File: config.mk
export PLATFORM = sky130hd
export DESIGN_NAME = battery_gauge_with_cache_flat
export DESIGN_NICKNAME = d
export VERILOG_FILES = /design/src/sv/bgc_pkg.sv /design/src/sv/bgc_if.sv /design/src/sv/battery_gauge_with_cache.sv /design/src/flat_wrapper.sv
export SDC_FILE = /design/constraint.sdc
export NUM_CORES = 1
export LEC_CHECK = 0
export ABC_AREA = 1
export BUFFER_PORTS_ARGS = -buffer_cell sky130_fd_sc_hd__buf_2
export CAP_MARGIN = 20
export CORE_MARGIN = 2
export CORE_UTILIZATION = 35
export DETAILED_ROUTE_END_ITERATION = 16
export GPL_TIMING_DRIVEN = 1
export PLACE_DENSITY = 0.54
export SLEW_MARGIN = 20
export SYNTH_ARGS = -nofsm -noshare
export SYNTH_HDL_FRONTEND = slang
export SYNTH_SLANG_ARGS = --single-unit
File: constraint.sdc
create_clock -name clk -period 6.3 [get_ports clk]
set_input_delay 0.315 -clock clk [delete_from_list [all_inputs] [get_ports clk]]
set_output_delay 0.315 -clock clk [all_outputs]
set_load 0.005 [all_outputs]
File: src/sv/bgc_pkg.sv
// bgc_pkg: shared constants, types and curve tables of the battery gauge
// used by the channel interfaces, the gauge top level and its checker
// depends on nothing
package bgc_pkg;

  localparam int TIME_BITS    = 48;
  localparam int MV_W         = 13;
  localparam int PCT_W        = 8;
  localparam int RAW_W        = 8;
  localparam int TTL_W        = 16;
  localparam int PROD_W       = 21;
  localparam int DIV_W        = 8;
  localparam int QUO_W        = 13;
  localparam int NUM_W        = 12;
  localparam int SEG_W        = 4;
  localparam int CNT_W        = 4;
  localparam int RISE_W       = 4;
  localparam int CFG_AW       = 4;
  localparam int CFG_DW       = 32;
  localparam int CURVE_POINTS = 12;

  localparam logic [TIME_BITS-1:0] TIME_MAX = '1;

  localparam logic [RAW_W-1:0]  RAW_BAD       = 8'hFF;
  // 5600 = 21 * 255 + 245, whole part by shifts, fraction by the multiplier
  localparam logic [MV_W-1:0]   CONV_FRAC     = 13'd245;
  localparam logic [PROD_W-1:0] MV_ROUND      = 21'd127;
  localparam logic [MV_W-1:0]   CURVE_TOP_MV  = 13'd4200;
  localparam logic [MV_W-1:0]   CURVE_BOT_MV  = 13'd3300;

  localparam logic [CNT_W-1:0] INTERP_ITERS = 4'd12;

  localparam logic signed [PCT_W-1:0] PCT_FULL  = 8'sd100;
  localparam logic signed [PCT_W-1:0] PCT_EMPTY = 8'sd0;
  localparam logic signed [PCT_W-1:0] PCT_NONE  = -8'sd1;

  localparam logic [MV_W-1:0]  VALID_MIN_RST  = 13'd3000;
  localparam logic [MV_W-1:0]  VALID_MAX_RST  = 13'd4500;
  localparam logic [TTL_W-1:0] CACHE_TTL_RST  = 16'd5000;
  localparam logic [TTL_W-1:0] RETRY_COOL_RST = 16'd1000;

  typedef enum logic [1:0] {
    REG_VALID_MIN  = 2'd0,
    REG_VALID_MAX  = 2'd1,
    REG_CACHE_TTL  = 2'd2,
    REG_RETRY_COOL = 2'd3
  } reg_idx_t;

  typedef enum logic [3:0] {
    ST_IDLE,
    ST_DECODE,
    ST_CONV_MUL,
    ST_CONV_FOLD,
    ST_CHECK,
    ST_INTERP_MUL,
    ST_INTERP_LOAD,
    ST_INTERP_DIV,
    ST_FINISH
  } bgc_state_t;

  function automatic logic [MV_W-1:0] curve_mv(input logic [SEG_W-1:0] idx);
    logic [MV_W-1:0] v;
    case (idx)
      4'd0:    v = 13'd4200;
      4'd1:    v = 13'd4060;
      4'd2:    v = 13'd3980;
      4'd3:    v = 13'd3920;
      4'd4:    v = 13'd3870;
      4'd5:    v = 13'd3820;
      4'd6:    v = 13'd3790;
      4'd7:    v = 13'd3770;
      4'd8:    v = 13'd3740;
      4'd9:    v = 13'd3680;
      4'd10:   v = 13'd3450;
      4'd11:   v = 13'd3300;
      default: v = 13'd3300;
    endcase
    return v;
  endfunction

  function automatic logic [PCT_W-2:0] curve_pct(input logic [SEG_W-1:0] idx);
    logic [PCT_W-2:0] v;
    case (idx)
      4'd0:    v = 7'd100;
      4'd1:    v = 7'd90;
      4'd2:    v = 7'd80;
      4'd3:    v = 7'd70;
      4'd4:    v = 7'd60;
      4'd5:    v = 7'd50;
      4'd6:    v = 7'd40;
      4'd7:    v = 7'd30;
      4'd8:    v = 7'd20;
      4'd9:    v = 7'd10;
      4'd10:   v = 7'd5;
      4'd11:   v = 7'd0;
      default: v = 7'd0;
    endcase
    return v;
  endfunction

  function automatic logic [DIV_W-1:0] span_mv(input logic [SEG_W-1:0] idx);
    logic [MV_W-1:0] d;
    d = curve_mv(idx - 4'd1) - curve_mv(idx);
    return d[DIV_W-1:0];
  endfunction

  function automatic logic [RISE_W-1:0] seg_rise(input logic [SEG_W-1:0] idx);
    logic [PCT_W-2:0] d;
    d = curve_pct(idx - 4'd1) - curve_pct(idx);
    return d[RISE_W-1:0];
  endfunction

endpackage

File: src/sv/bgc_if.sv
// bgc_in_if / bgc_out_if: valid-ready channels of the battery gauge
// request beat carries action and sample fields, result beat the gauge answer
// depends on bgc_pkg
interface bgc_in_if import bgc_pkg::*; ();
  logic                 valid;
  logic                 ready;
  logic                 action;
  logic [TIME_BITS-1:0] now_ms;
  logic [RAW_W-1:0]     raw_code;
  logic                 read_ok;

  modport source (output valid, action, now_ms, raw_code, read_ok, input ready);
  modport sink   (input valid, action, now_ms, raw_code, read_ok, output ready);
endinterface

interface bgc_out_if import bgc_pkg::*; ();
  logic                    valid;
  logic                    ready;
  logic signed [PCT_W-1:0] percent;
  logic                    need_sample;
  logic [MV_W-1:0]         millivolts;
  logic                    from_cache;

  modport source (output valid, percent, need_sample, millivolts, from_cache, input ready);
  modport sink   (input valid, percent, need_sample, millivolts, from_cache, output ready);
endinterface

File: src/sv/battery_gauge_with_cache.sv
// battery_gauge_with_cache: lipo state-of-charge gauge with a one-entry level cache
// depends on bgc_pkg, bgc_in_if, bgc_out_if
//
// One request beat at a time. A query (action 0) is answered from the cached level while
// it exists and now_ms is before the cache deadline, else it returns -1 with need_sample
// set; a query or a failed read goes from decode straight to the finish state. A sample
// (action 1) turns the raw code into millivolts with one multiply and a shift-and-add fold
// by 255, checks it against the plausible range and interpolates the percent on a 12-point
// curve. The interpolation reuses the shared multiplier and one radix-2 restoring divider
// by the segment width that retires one quotient bit a cycle over 12 divider steps; a
// rejected or end-of-curve reading goes from the check straight to the finish state.
// The result sits in an output register, so a new request is taken while the previous
// result waits; a finished result then holds in the sequencer until that register frees.
// Config registers at byte offsets 0x0, 0x4, 0x8, 0xC; write them only while idle.
module battery_gauge_with_cache import bgc_pkg::*; (
  input  logic              clk,
  input  logic              rst_n,
  bgc_in_if.sink            in_ch,
  bgc_out_if.source         out_ch,
  input  logic              psel,
  input  logic              penable,
  input  logic              pwrite,
  input  logic [CFG_AW-1:0] paddr,
  input  logic [CFG_DW-1:0] pwdata,
  output logic [CFG_DW-1:0] prdata,
  output logic              pready
);

  bgc_state_t state_r, state_nxt;

  logic [MV_W-1:0]  valid_min_r, valid_max_r;
  logic [TTL_W-1:0] cache_ttl_r, retry_cool_r;

  logic signed [PCT_W-1:0] cached_level_r;
  logic [TIME_BITS-1:0]    deadline_r;

  logic                 action_r;
  logic [TIME_BITS-1:0] now_r;
  logic [RAW_W-1:0]     raw_r;
  logic                 ok_r;

  logic signed [PCT_W-1:0] pct_r;
  logic                    need_r;
  logic                    hit_r;
  logic                    good_r;
  logic [MV_W-1:0]         mv_r;
  logic [SEG_W-1:0]        seg_r;

  logic [PROD_W-1:0] prod_r;
  logic [DIV_W-1:0]  rem_r;
  logic [DIV_W-1:0]  dsr_r;
  logic [PROD_W-1:0] dvd_r;
  logic [QUO_W-1:0]  quo_r;
  logic [CNT_W-1:0]  cnt_r;

  logic                    out_valid_r;
  logic signed [PCT_W-1:0] out_pct_r;
  logic                    out_need_r;
  logic [MV_W-1:0]         out_mv_r;
  logic                    out_hit_r;

  logic                    cfg_wr;
  logic                    in_fire;
  logic                    out_free;
  logic                    div_last;
  logic                    cache_hit;
  logic                    mv_good;
  logic [SEG_W-1:0]        seg_find;
  logic [MV_W-1:0]         mul_a, mul_b;
  logic [2*MV_W-1:0]       mul_p;
  logic [PROD_W-1:0]       conv_x;
  logic [PROD_W-1:0]       conv_fold;
  logic [MV_W-1:0]         conv_whole;
  logic [MV_W-1:0]         conv_mv;
  logic [MV_W-1:0]         interp_diff;
  logic [DIV_W:0]          step_t;
  logic [DIV_W:0]          step_d;
  logic                    step_ge;
  logic [PCT_W-2:0]        quo_step;
  logic [PCT_W-1:0]        interp_sum;
  logic signed [PCT_W-1:0] interp_pct;
  logic [TTL_W-1:0]        delay;
  logic [TIME_BITS:0]      dl_sum;
  logic [TIME_BITS-1:0]    dl_sat;

  // config port
  assign pready = 1'b1;
  assign cfg_wr = psel & penable & pwrite;

  always_ff @(posedge clk) begin
    if (!rst_n) begin
      valid_min_r  <= VALID_MIN_RST;
      valid_max_r  <= VALID_MAX_RST;
      cache_ttl_r  <= CACHE_TTL_RST;
      retry_cool_r <= RETRY_COOL_RST;
    end else if (cfg_wr) begin
      case (reg_idx_t'(paddr[3:2]))
        REG_VALID_MIN:  valid_min_r  <= pwdata[MV_W-1:0];
        REG_VALID_MAX:  valid_max_r  <= pwdata[MV_W-1:0];
        REG_CACHE_TTL:  cache_ttl_r  <= pwdata[TTL_W-1:0];
        REG_RETRY_COOL: retry_cool_r <= pwdata[TTL_W-1:0];
        default: ;
      endcase
    end
  end

  always_comb begin
    case (reg_idx_t'(paddr[3:2]))
      REG_VALID_MIN:  prdata = {{(CFG_DW-MV_W){1'b0}}, valid_min_r};
      REG_VALID_MAX:  prdata = {{(CFG_DW-MV_W){1'b0}}, valid_max_r};
      REG_CACHE_TTL:  prdata = {{(CFG_DW-TTL_W){1'b0}}, cache_ttl_r};
      REG_RETRY_COOL: prdata = {{(CFG_DW-TTL_W){1'b0}}, retry_cool_r};
      default:        prdata = '0;
    endcase
  end

  // handshakes
  assign in_fire  = in_ch.valid & in_ch.ready;
  assign out_free = ~out_valid_r | out_ch.ready;
  assign div_last = (cnt_r == 4'd1);

  // shared multiplier
  assign interp_diff = mv_r - curve_mv(seg_r);

  always_comb begin
    if (state_r == ST_INTERP_MUL) begin
      mul_a = {{(MV_W-DIV_W){1'b0}}, interp_diff[DIV_W-1:0]};
      mul_b = {{(MV_W-RISE_W){1'b0}}, seg_rise(seg_r)};
    end else begin
      mul_a = {{(MV_W-RAW_W){1'b0}}, raw_r};
      mul_b = CONV_FRAC;
    end
  end

  assign mul_p  = mul_a * mul_b;
  assign conv_x = mul_p[PROD_W-1:0] + MV_ROUND;

  // divide by 255: (y + 1 + (y >> 8)) >> 8, exact while y stays below 65535
  assign conv_fold  = prod_r + PROD_W'(1) + {{RAW_W{1'b0}}, prod_r[PROD_W-1:RAW_W]};
  assign conv_whole = {{(MV_W-RAW_W-4){1'b0}}, raw_r, 4'b0} +
                      {{(MV_W-RAW_W-2){1'b0}}, raw_r, 2'b0} +
                      {{(MV_W-RAW_W){1'b0}}, raw_r};
  assign conv_mv    = conv_whole + {{(MV_W-RAW_W){1'b0}}, conv_fold[2*RAW_W-1:RAW_W]};

  // divider step
  assign step_t  = {rem_r, dvd_r[PROD_W-1]};
  assign step_d  = step_t - {1'b0, dsr_r};
  assign step_ge = (step_t >= {1'b0, dsr_r});

  // decisions
  assign cache_hit = ~cached_level_r[PCT_W-1] & (now_r < deadline_r);
  assign mv_good   = (raw_r != RAW_BAD) & (quo_r >= valid_min_r) & (quo_r <= valid_max_r);

  always_comb begin
    seg_find = SEG_W'(CURVE_POINTS - 1);
    for (int i = CURVE_POINTS - 1; i >= 1; i--) begin
      if (quo_r >= curve_mv(SEG_W'(i))) seg_find = SEG_W'(i);
    end
  end

  // quotient including the bit retired this cycle
  assign quo_step   = {quo_r[PCT_W-3:0], step_ge};
  assign interp_sum = {1'b0, curve_pct(seg_r)} + {1'b0, quo_step};
  assign interp_pct = (interp_sum > PCT_FULL) ? PCT_FULL : interp_sum;

  // deadline update
  assign delay  = good_r ? cache_ttl_r : retry_cool_r;
  assign dl_sum = {1'b0, now_r} + {{(TIME_BITS+1-TTL_W){1'b0}}, delay};
  assign dl_sat = dl_sum[TIME_BITS] ? TIME_MAX : dl_sum[TIME_BITS-1:0];

  // sequencer
  always_ff @(posedge clk) begin
    if (!rst_n) begin
      state_r <= ST_IDLE;
    end else begin
      state_r <= state_nxt;
    end
  end

  always_comb begin
    state_nxt   = state_r;
    in_ch.ready = 1'b0;
    case (state_r)
      ST_IDLE: begin
        in_ch.ready = 1'b1;
        if (in_ch.valid) state_nxt = ST_DECODE;
      end
      ST_DECODE: begin
        if (action_r && ok_r) state_nxt = ST_CONV_MUL;
        else state_nxt = ST_FINISH;
      end
      ST_CONV_MUL:  state_nxt = ST_CONV_FOLD;
      ST_CONV_FOLD: state_nxt = ST_CHECK;
      ST_CHECK: begin
        if (mv_good && (quo_r < CURVE_TOP_MV) && (quo_r > CURVE_BOT_MV)) begin
          state_nxt = ST_INTERP_MUL;
        end else begin
          state_nxt = ST_FINISH;
        end
      end
      ST_INTERP_MUL:  state_nxt = ST_INTERP_LOAD;
      ST_INTERP_LOAD: state_nxt = ST_INTERP_DIV;
      ST_INTERP_DIV: begin
        if (div_last) state_nxt = ST_FINISH;
      end
      ST_FINISH: begin
        if (out_free) state_nxt = ST_IDLE;
      end
      default: state_nxt = ST_IDLE;
    endcase
  end

  // datapath
  always_ff @(posedge clk) begin
    if (in_fire) begin
      action_r <= in_ch.action;
      now_r    <= in_ch.now_ms;
      raw_r    <= in_ch.raw_code;
      ok_r     <= in_ch.read_ok;
    end
    case (state_r)
      ST_DECODE: begin
        mv_r   <= '0;
        good_r <= 1'b0;
        if (!action_r) begin
          hit_r  <= cache_hit;
          need_r <= ~cache_hit;
          pct_r  <= cache_hit ? cached_level_r : PCT_NONE;
        end else begin
          hit_r  <= 1'b0;
          need_r <= 1'b0;
          pct_r  <= PCT_NONE;
        end
      end
      ST_CONV_MUL:  prod_r <= conv_x;
      ST_CONV_FOLD: quo_r  <= conv_mv;
      ST_INTERP_DIV: begin
        rem_r <= step_ge ? step_d[DIV_W-1:0] : step_t[DIV_W-1:0];
        dvd_r <= {dvd_r[PROD_W-2:0], 1'b0};
        quo_r <= {quo_r[QUO_W-2:0], step_ge};
        cnt_r <= cnt_r - 4'd1;
        if (div_last) begin
          pct_r <= interp_pct;
        end
      end
      ST_CHECK: begin
        mv_r   <= quo_r;
        good_r <= mv_good;
        seg_r  <= seg_find;
        if (!mv_good) pct_r <= PCT_NONE;
        else if (quo_r >= CURVE_TOP_MV) pct_r <= PCT_FULL;
        else pct_r <= PCT_EMPTY;
      end
      ST_INTERP_MUL: prod_r <= mul_p[PROD_W-1:0];
      ST_INTERP_LOAD: begin
        rem_r <= '0;
        dvd_r <= {prod_r[NUM_W-1:0], {(PROD_W-NUM_W){1'b0}}};
        dsr_r <= span_mv(seg_r);
        quo_r <= '0;
        cnt_r <= INTERP_ITERS;
      end
      default: ;
    endcase
  end

  // cache state
  always_ff @(posedge clk) begin
    if (!rst_n) begin
      cached_level_r <= PCT_NONE;
      deadline_r     <= '0;
    end else if (state_r == ST_FINISH && out_free && action_r) begin
      deadline_r <= dl_sat;
      if (good_r) cached_level_r <= pct_r;
    end
  end

  // result register
  always_ff @(posedge clk) begin
    if (!rst_n) begin
      out_valid_r <= 1'b0;
    end else if (state_r == ST_FINISH && out_free) begin
      out_valid_r <= 1'b1;
    end else if (out_ch.ready) begin
      out_valid_r <= 1'b0;
    end
  end

  always_ff @(posedge clk) begin
    if (state_r == ST_FINISH && out_free) begin
      out_pct_r  <= pct_r;
      out_need_r <= need_r;
      out_mv_r   <= mv_r;
      out_hit_r  <= hit_r;
    end
  end

  assign out_ch.valid       = out_valid_r;
  assign out_ch.percent     = out_pct_r;
  assign out_ch.need_sample = out_need_r;
  assign out_ch.millivolts  = out_mv_r;
  assign out_ch.from_cache  = out_hit_r;

endmodule

File: src/flat_wrapper.sv
// flat-port wrapper written by rule: the top's interface ports become plain ports
module battery_gauge_with_cache_flat import bgc_pkg::*;
  (clk, rst_n, psel, penable, pwrite, paddr, pwdata, prdata, pready, in_ch_valid, in_ch_action, in_ch_now_ms, in_ch_raw_code, in_ch_read_ok, in_ch_ready, out_ch_valid, out_ch_percent, out_ch_need_sample, out_ch_millivolts, out_ch_from_cache, out_ch_ready);
  bgc_in_if in_ch_i ();
  bgc_out_if out_ch_i ();
  input  logic clk;
  input  logic rst_n;
  input  logic psel;
  input  logic penable;
  input  logic pwrite;
  input  logic [CFG_AW-1:0] paddr;
  input  logic [CFG_DW-1:0] pwdata;
  output logic [CFG_DW-1:0] prdata;
  output logic pready;
  input wire logic [$bits(in_ch_i.valid)-1:0] in_ch_valid;
  input wire logic [$bits(in_ch_i.action)-1:0] in_ch_action;
  input wire logic [$bits(in_ch_i.now_ms)-1:0] in_ch_now_ms;
  input wire logic [$bits(in_ch_i.raw_code)-1:0] in_ch_raw_code;
  input wire logic [$bits(in_ch_i.read_ok)-1:0] in_ch_read_ok;
  output wire logic [$bits(in_ch_i.ready)-1:0] in_ch_ready;
  output wire logic [$bits(out_ch_i.valid)-1:0] out_ch_valid;
  output wire logic [$bits(out_ch_i.percent)-1:0] out_ch_percent;
  output wire logic [$bits(out_ch_i.need_sample)-1:0] out_ch_need_sample;
  output wire logic [$bits(out_ch_i.millivolts)-1:0] out_ch_millivolts;
  output wire logic [$bits(out_ch_i.from_cache)-1:0] out_ch_from_cache;
  input wire logic [$bits(out_ch_i.ready)-1:0] out_ch_ready;
  assign in_ch_i.valid = in_ch_valid;
  assign in_ch_i.action = in_ch_action;
  assign in_ch_i.now_ms = in_ch_now_ms;
  assign in_ch_i.raw_code = in_ch_raw_code;
  assign in_ch_i.read_ok = in_ch_read_ok;
  assign in_ch_ready = in_ch_i.ready;
  assign out_ch_valid = out_ch_i.valid;
  assign out_ch_percent = out_ch_i.percent;
  assign out_ch_need_sample = out_ch_i.need_sample;
  assign out_ch_millivolts = out_ch_i.millivolts;
  assign out_ch_from_cache = out_ch_i.from_cache;
  assign out_ch_i.ready = out_ch_ready;
  battery_gauge_with_cache u_core (.clk(clk), .rst_n(rst_n), .in_ch(in_ch_i), .out_ch(out_ch_i), .psel(psel), .penable(penable), .pwrite(pwrite), .paddr(paddr), .pwdata(pwdata), .prdata(prdata), .pready(pready));
endmodule
==> results.md, run 1 <==
* Comb pwr share at 0.467
* Power Density at 344 nW/um2
* Synth top area cells: edfxtp_1 (25%), ha_1 (12%), dfxtp_1 (12%)
* Reg-to-reg startpoint: u_core.seg_r[0]
* Required time worst endpoint at approximately 6.6 ns
* WHS at 0.0277 ns
* Leak pwr at 11.3 nW
* Internal power at 0.00537 W
* Total wire length at 60.5 mm
* Layout cell share with drive strength beyond 1 at 0.173
* Drt first pass iters at 5
* Seq pwr share at 0.269
* Gp weighted congestion at approximately 0.9
* Vias at 18,015
* R2R depth at 35
* Nets at 3,188
* Die Height at 246 um
* Synth warn at 0
* Max Buffers Root-to-Sink at 3
* Clock Power Share at 0.264
* First-pass GRT wire length at 94.9 mm
* Ports at roughly 160
* CTS tree: built
* Max_slew headroom at 0.262
* Slew @ Worst Pin at 1.10 ns
* Switching part of the total at 0.381
* Post-synth EDFFs at 170
* CP Capture Type: register
* CP dominant cell by count: inv_2
* Hold Startpoint: pwdata[8]
* Root buffer cell: clkbuf_16
* Yosys top cell by area: edfxtp_1
* Post-layout total power at 0.00867 W
* Clock Sinks at between 200 and 300
* Hold EP: u_core.cache_ttl_r[8]
* Dominant synthesized flop cell: edfxtp_1
* Status: finished with violations
* Failing checks: negative setup slack
* Initial core utilization at 0.355
* Fin crit period at 6.31 ns
* Mean Syn Cell Area at 8.02 um2
* Endpoints failing setup at 1
* Post-synth top area share at 0.248
* CP arrival at 6.62 ns
* Initial DRC Count at 1,163
* I/O Buffers at 123
* Fin. Hold Viols at 0
* Hold depth at 3
* H-tree Lvls at 2
* Max FO, Critical Path at 4
* CTS Buf Count at 38
* Synth unique cells at 59
* Die width at 246 um
* CORE AREA at between 50,000 and 60,000 um2
* Switching power at 0.00330 W
* Period utilization at 1.00
* Clock skew at ~0.017 ns
* Largest net degree at the start of global routing at 89
* Final antenna diode count at 0
* Num rows at 88
* Placed cells at ~3,500
* Cell count after synthesis at 2,566
* # Max-Cap Violations at 0
* Cell Area, Synth at around 21,000 um2
* Post-route ant nets at 0
* Peak VDD IR at 0.527 mV
* Layout area overhead at 22.4%
* Async SR Flop Fraction at 0
* Later-pin clock latency in the skew report at around 0.57 ns
* Post-synthesis sequential area ratio at 0.364
* Worst setup margin at -0.00597 ns
* CTS clk-pin slew, worst paths at approximately 0.060 ns
* GRT overflow at 0
* Layout Utilization at 0.435
* RSZ-0062 raised after global routing: yes
* Worst stage delay on the critical path at approximately 0.54 ns
* Initial antenna violation count at 0
* Worst r2r dst: u_core.prod_r[14]
* Post-DP HPWL at between 40 and 50 mm
* Overall routing resource usage at 0.198
* Drt drc at 0
* R2R Setup Slk at -0.006 ns
* Yosys reg bits at approximately 290
* Slowest CP cell: fa_1
* Hold/Removal Path Class: in -> reg
* F_max at 159 MHz
* DR WL/cell at about 17 um
* Final Max Tran Viols at 0
* Full die area at 60,800 um2
* Vias per cell at 4.96
* Vias in the first global route at 17,713
* CP Launch Type: register
* Setup CP Type: reg -> reg
* Final non-filler cell total at 3,632
==> routing by layer <==
layer | GRT usage | routed length [um]
met5 | 0 | 0
met4 | 0.0620 | 1770
met3 | 0.0282 | 2920
met2 | 0.324 | 27500
met1 | 0.270 | 28300
==> cell usage in the layout, fill, tap and decap left out, drive strengths merged, types with 6 or more instances in the layout <==
master / n
a21oi: 179
buf: 229
clkbuf: 50
clkinv: 7
clkinvlp: 6
conb: 17
dfxtp: 119
dlygate4sd3: 58
edfxtp: 170
fa: 53
ha: 197
inv: 424
nand2: 560
nand3: 101
nand4: 32
nor2: 250
nor3: 36
nor4: 11
o2111ai: 10
o211ai: 21
o21ai: 198
o22ai: 7
or2: 8
xnor2: 32
xor2: 46
==> stage by stage <==
stage	instance area [um2]	setup TNS, ns	setup WS (ns)
6_report	25200	-0.00597	-0.00597
5_1_grt	25200	-2.08	-0.348
4_1_cts	24900	-0.192	-0.0727
3_5_place_dp	22600	-1.91	-0.345
3_3_place_gp	22600	-1.47	-0.276
2_1_floorplan	20800	0	0.0168
==> worst max-delay path, delay by kind of cell (launching register included) <==
kind / cells / cell delay [ns]
flops: 1 / 0.38
xor+xnor: 2 / 0.36
fa+ha+maj: 6 / 2.47
simple gates: 9 / 1.11
compound gates: 5 / 0.65
buf+inv: 13 / 1.09
==> registers in the layout (all words and copies together), names as in the netlist, 4 cells and up <==
signal and count:
u_core.out_ch.millivolts 13, u_core.out_ch.percent 8, u_core.seg_r 4, u_core.prod_r 17
u_core.pct_r 8, u_core.deadline_r 48, u_core.state_r 4, u_core.quo_r 13
u_core.dvd_r 12, u_core.now_r 48, u_core.cache_ttl_r 16, u_core.cnt_r 4
u_core.valid_min_r 13, u_core.valid_max_r 13, u_core.mv_r 13, u_core.cached_level_r 8
u_core.dsr_r 7, u_core.retry_cool_r 16, u_core.raw_r 8, u_core.rem_r 8
==> final cells by class <==
type / instances / area, um2
Fill cell: 5775 / 32700
Clock buffer: 50 / 1080
Clock inverter: 20 / 239
Inverter: 421 / 1600
Tap cell: 765 / 957
Multi-Input combinational cell: 1800 / 11800
Sequential cell: 289 / 7490
Timing Repair Buffer: 287 / 2050
==> synthesized netlist by cell type (16+ instances only) <==
master and n:
clkbuf_1 38, nand4_1 31, buf_4 18, nor2_1 238
dfxtp_1 119, fa_1 53, ha_1 197, a21oi_1 149
o21ai_1 20, xnor2_1 31, inv_1 401, o21ai_0 177
o211ai_1 21, edfxtp_1 170, a21oi_4 16, xor2_1 45
inv_2 19, nor3_1 32, nand3_1 99, nand2_1 552
==> cell families after synthesis <==
family                     Yosys count  share of synthesized area
AOI/OAI and AO/OA                  445                      0.128
xor gates and xnor gates            78                     0.0339
adders and majority gates          250                      0.171
buffers and inverters              492                     0.0959
DFF                                289                      0.364
other                                2                   0.000365
and+or+nand+nor                   1010                      0.206
==> power by group through the flow <==
stage	Combinational, W	Sequential, W	Clock (W)
2_1_floorplan	0.00220	0.00233	0
3_3_place_gp	0.00324	0.00237	0
3_5_place_dp	0.00329	0.00237	0
4_1_cts	0.00373	0.00233	0.00234
5_1_grt	0.00450	0.00234	0.00241
6_report	0.00405	0.00233	0.00229
==> worst max-delay path by stage <==
stage	from	endpoint	slack (ns)	cells past startpoint
finish	u_core.seg_r[0]	u_core.prod_r[14]	-0.006	35
global route	u_core.seg_r[0]	u_core.prod_r[14]	-0.35	37
CTS	u_core.seg_r[0]	u_core.prod_r[14]	-0.07	34
detailed placement	u_core.seg_r[0]	u_core.prod_r[14]	-0.34	33
global placement	u_core.seg_r[0]	u_core.prod_r[14]	-0.28	32
floorplan	u_core.seg_r[0]	u_core.prod_r[14]	0.02	35
==> timing repair <==
item                       in CTS  in global routing
hold buffers                   58                  0
setup buffers                  11                  9
setup endpoints to repair       9                 10
pin swaps                      57                 64
gates resized for setup        77                 71
hold endpoints to repair       58                  0
Note: power is estimated with default switching activity, not from simulation.
==> run 2: changes to the inputs <==
--- a/config.mk
+++ b/config.mk
@@ -10,9 +10,11 @@
 export CAP_MARGIN = 20
 export CORE_MARGIN = 2
 export CORE_UTILIZATION = 35
+export CTS_CLUSTER_DIAMETER = 40
 export DETAILED_ROUTE_END_ITERATION = 16
 export GPL_TIMING_DRIVEN = 1
 export PLACE_DENSITY = 0.54
+export SETUP_SLACK_MARGIN = 0.15
 export SLEW_MARGIN = 20
 export SYNTH_ARGS = -nofsm -noshare
 export SYNTH_HDL_FRONTEND = slang
==> constraint.sdc (replaced) <==
create_clock -name clk -period 6.3 [get_ports clk]
set_input_delay 0 -clock clk [delete_from_list [all_inputs] [get_ports clk]]
set_output_delay 0 -clock clk [all_outputs]
set_load 0.005 [all_outputs]
==> results.md, run 2 (synthesis results as in run 1) <==
* Status: finished with violations
* Failing checks: negative setup slack
* CP dominant cell by count: fa_1
* Initial core utilization at 0.355
* Worst stage delay on the critical path at around 0.52 ns
* Overall routing resource usage at 0.199
* Drt first pass iters at 6
* Clock Sinks at 289
* CTS clk-pin slew, worst paths at 0.06 ns
* Initial DRC Count at 1,189
* Peak VDD IR at 0.329 mV
* Post-route ant nets at 0
* Worst slack, placed at -0.149 ns
* Initial antenna violation count at 0
* Die Height at 246 um
* CP arrival at 6.74 ns
* GRT busiest layer: met2
* Vias in the first global route at 18,004
* Ports at 159
* Met3 usage in global routing at 0.0263
* Power Density at 342 nW/um2
* RSZ-0062 raised after global routing: yes
* Critical Path Stages at 34
* Worst Setup SP: u_core.seg_r[0]
* Buf+Inv Stages, Crit Path at 12
* Met2 usage in global routing at 0.324
* # Max-Cap Violations at 0
* CTS Buf Count at 53
* Later-pin clock latency in the skew report at 0.60 ns
* R2R depth at 34
* Largest net degree at the start of global routing at 114
* Worst setup margin at -0.0850 ns
* Full die area at ~60,000 um2
* Reg-to-reg startpoint: u_core.seg_r[0]
* Leak pwr at 11.7 nW
* Final antenna diode count at 0
* Hold/Removal Path Class: in -> reg
* Gp weighted congestion at 0.911
* CP Launch Type: register
* Vias at 18,102
* Post-layout total power at 0.00888 W
* DR WL/cell at 16.4 um
* Worst r2r dst: u_core.prod_r[14]
* I/O Buffers at 123
* CORE AREA at 57,900 um2
* Clock skew at 0.0289 ns
* Drt drc at 0
* Largest regs: u_core.deadline_r x48, u_core.now_r x48, u_core.prod_r x17
* Fin. Hold Viols at 0
* Layout area overhead at 26.2%
* Required time worst endpoint at 6.66 ns
* Top Family by Delay on Critical Path: adder cells
* Area after DPL at 22,500 um2
* Slew @ Worst Pin at 1.01 ns
* Die width at 246 um
* Layout cell share with drive strength beyond 1 at 0.178
* H-tree Lvls at 2
* Final Max Tran Viols at 0
* Most common cell after layout, fill and taps aside: nand2_1
* Slowest CP cell: fa_1
* Max FO, Critical Path at 5
* CP endpoint: u_core.prod_r[14]
* Endpoints failing setup at 5
* Vias per cell at around 4.9
* Final Cell Area at between 20,000 and 30,000 um2
* Setup TNS at -0.218 ns
* R2R Setup Slk at -0.08 ns
* First-pass GRT wire length at 95.6 mm
* Max_slew headroom at 0.327
* Most frequent cells in the layout: nand2_1 (538), inv_1 (379), nor2_1 (228), ha_1 (184), edfxtp_1 (170)
* Max Buffers Root-to-Sink at 3
* Post-DP HPWL at between 40 and 50 mm
* Period utilization at 1.01
* CP Capture Type: register
* GRT overflow at 0
* Root buffer cell: clkbuf_16
* Num rows at about 90
* GR Layer Usage met1 at 0.269
* Layout fillers at 5,761
* Setup CP Type: reg -> reg
* CTS tree: built
* Nets at roughly 3,200
* Fin crit period at ~6.4 ns
* Total wire length at 60.6 mm
* F_max at 157 MHz
[run 2: worst min path at each step]
stage,startpoint,endpoint,slack (ns),cells past startpoint
global route,rst_n,u_core.cache_ttl_r[12],0.09,3
finish,rst_n,u_core.cache_ttl_r[12],0.06,3
global placement,in_ch_now_ms[44],u_core.now_r[44],0.18,1
detailed placement,in_ch_now_ms[43],u_core.now_r[43],0.18,1
CTS,penable,u_core.valid_max_r[12],0.05,5
floorplan,in_ch_action,u_core.action_r,0.1,0
[run 2: layout make-up]
cell class / count / area, um2 / area share
Multi-Input combinational cell: 1800 / 11600 / 0.448
Sequential cell: 289 / 7490 / 0.288
Timing Repair Buffer: 320 / 2390 / 0.0919
Inverter: 421 / 1600 / 0.0614
Clock buffer: 56 / 1380 / 0.0531
Tap cell: 765 / 957 / 0.0369
Clock inverter: 44 / 523 / 0.0201
[run 2: timing repair]
action / in CTS / in global routing
resized for setup: 29 / 83
setup endpoints to repair: 10 / 13
buffers inserted: 39 / 13
hold buffers: 76 / 0
hold endpoints to repair: 125 / 0
cloned: 0 / 0
pin swaps: 36 / 46
[run 2: power breakdown]
part / switching [W] / internal [W] / total, W
clock network: 0.00113 / 0.00189 / 0.00302
registers: 0.000107 / 0.00223 / 0.00233
logic: 0.00205 / 0.00148 / 0.00353
total: 0.00329 / 0.00560 / 0.00888
[run 2: through the flow]
step | std cells | util | hold slack, ns
final | 3695 | 0.448 | 0.0647
after global routing | 3695 | 0.448 | 0.0904
after CTS | 3682 | 0.442 | 0.0474
after detailed placement | 3467 | 0.389 | 0.179
after global placement | 3467 | 0.389 | 0.177
after floorplan | 2581 | - | 0.0989
[run 2: layer usage]
layer	wire, um	vias up
met5	0	-
met2	27500	447
li1	-	9044
met3	2940	107
met4	1960	0
met1	28100	8504
[run 2: tightest hold or removal path, stage by stage]
cell	delay (ns)
buf_2	0.10
buf_6	0.30
nand3_1	0.18
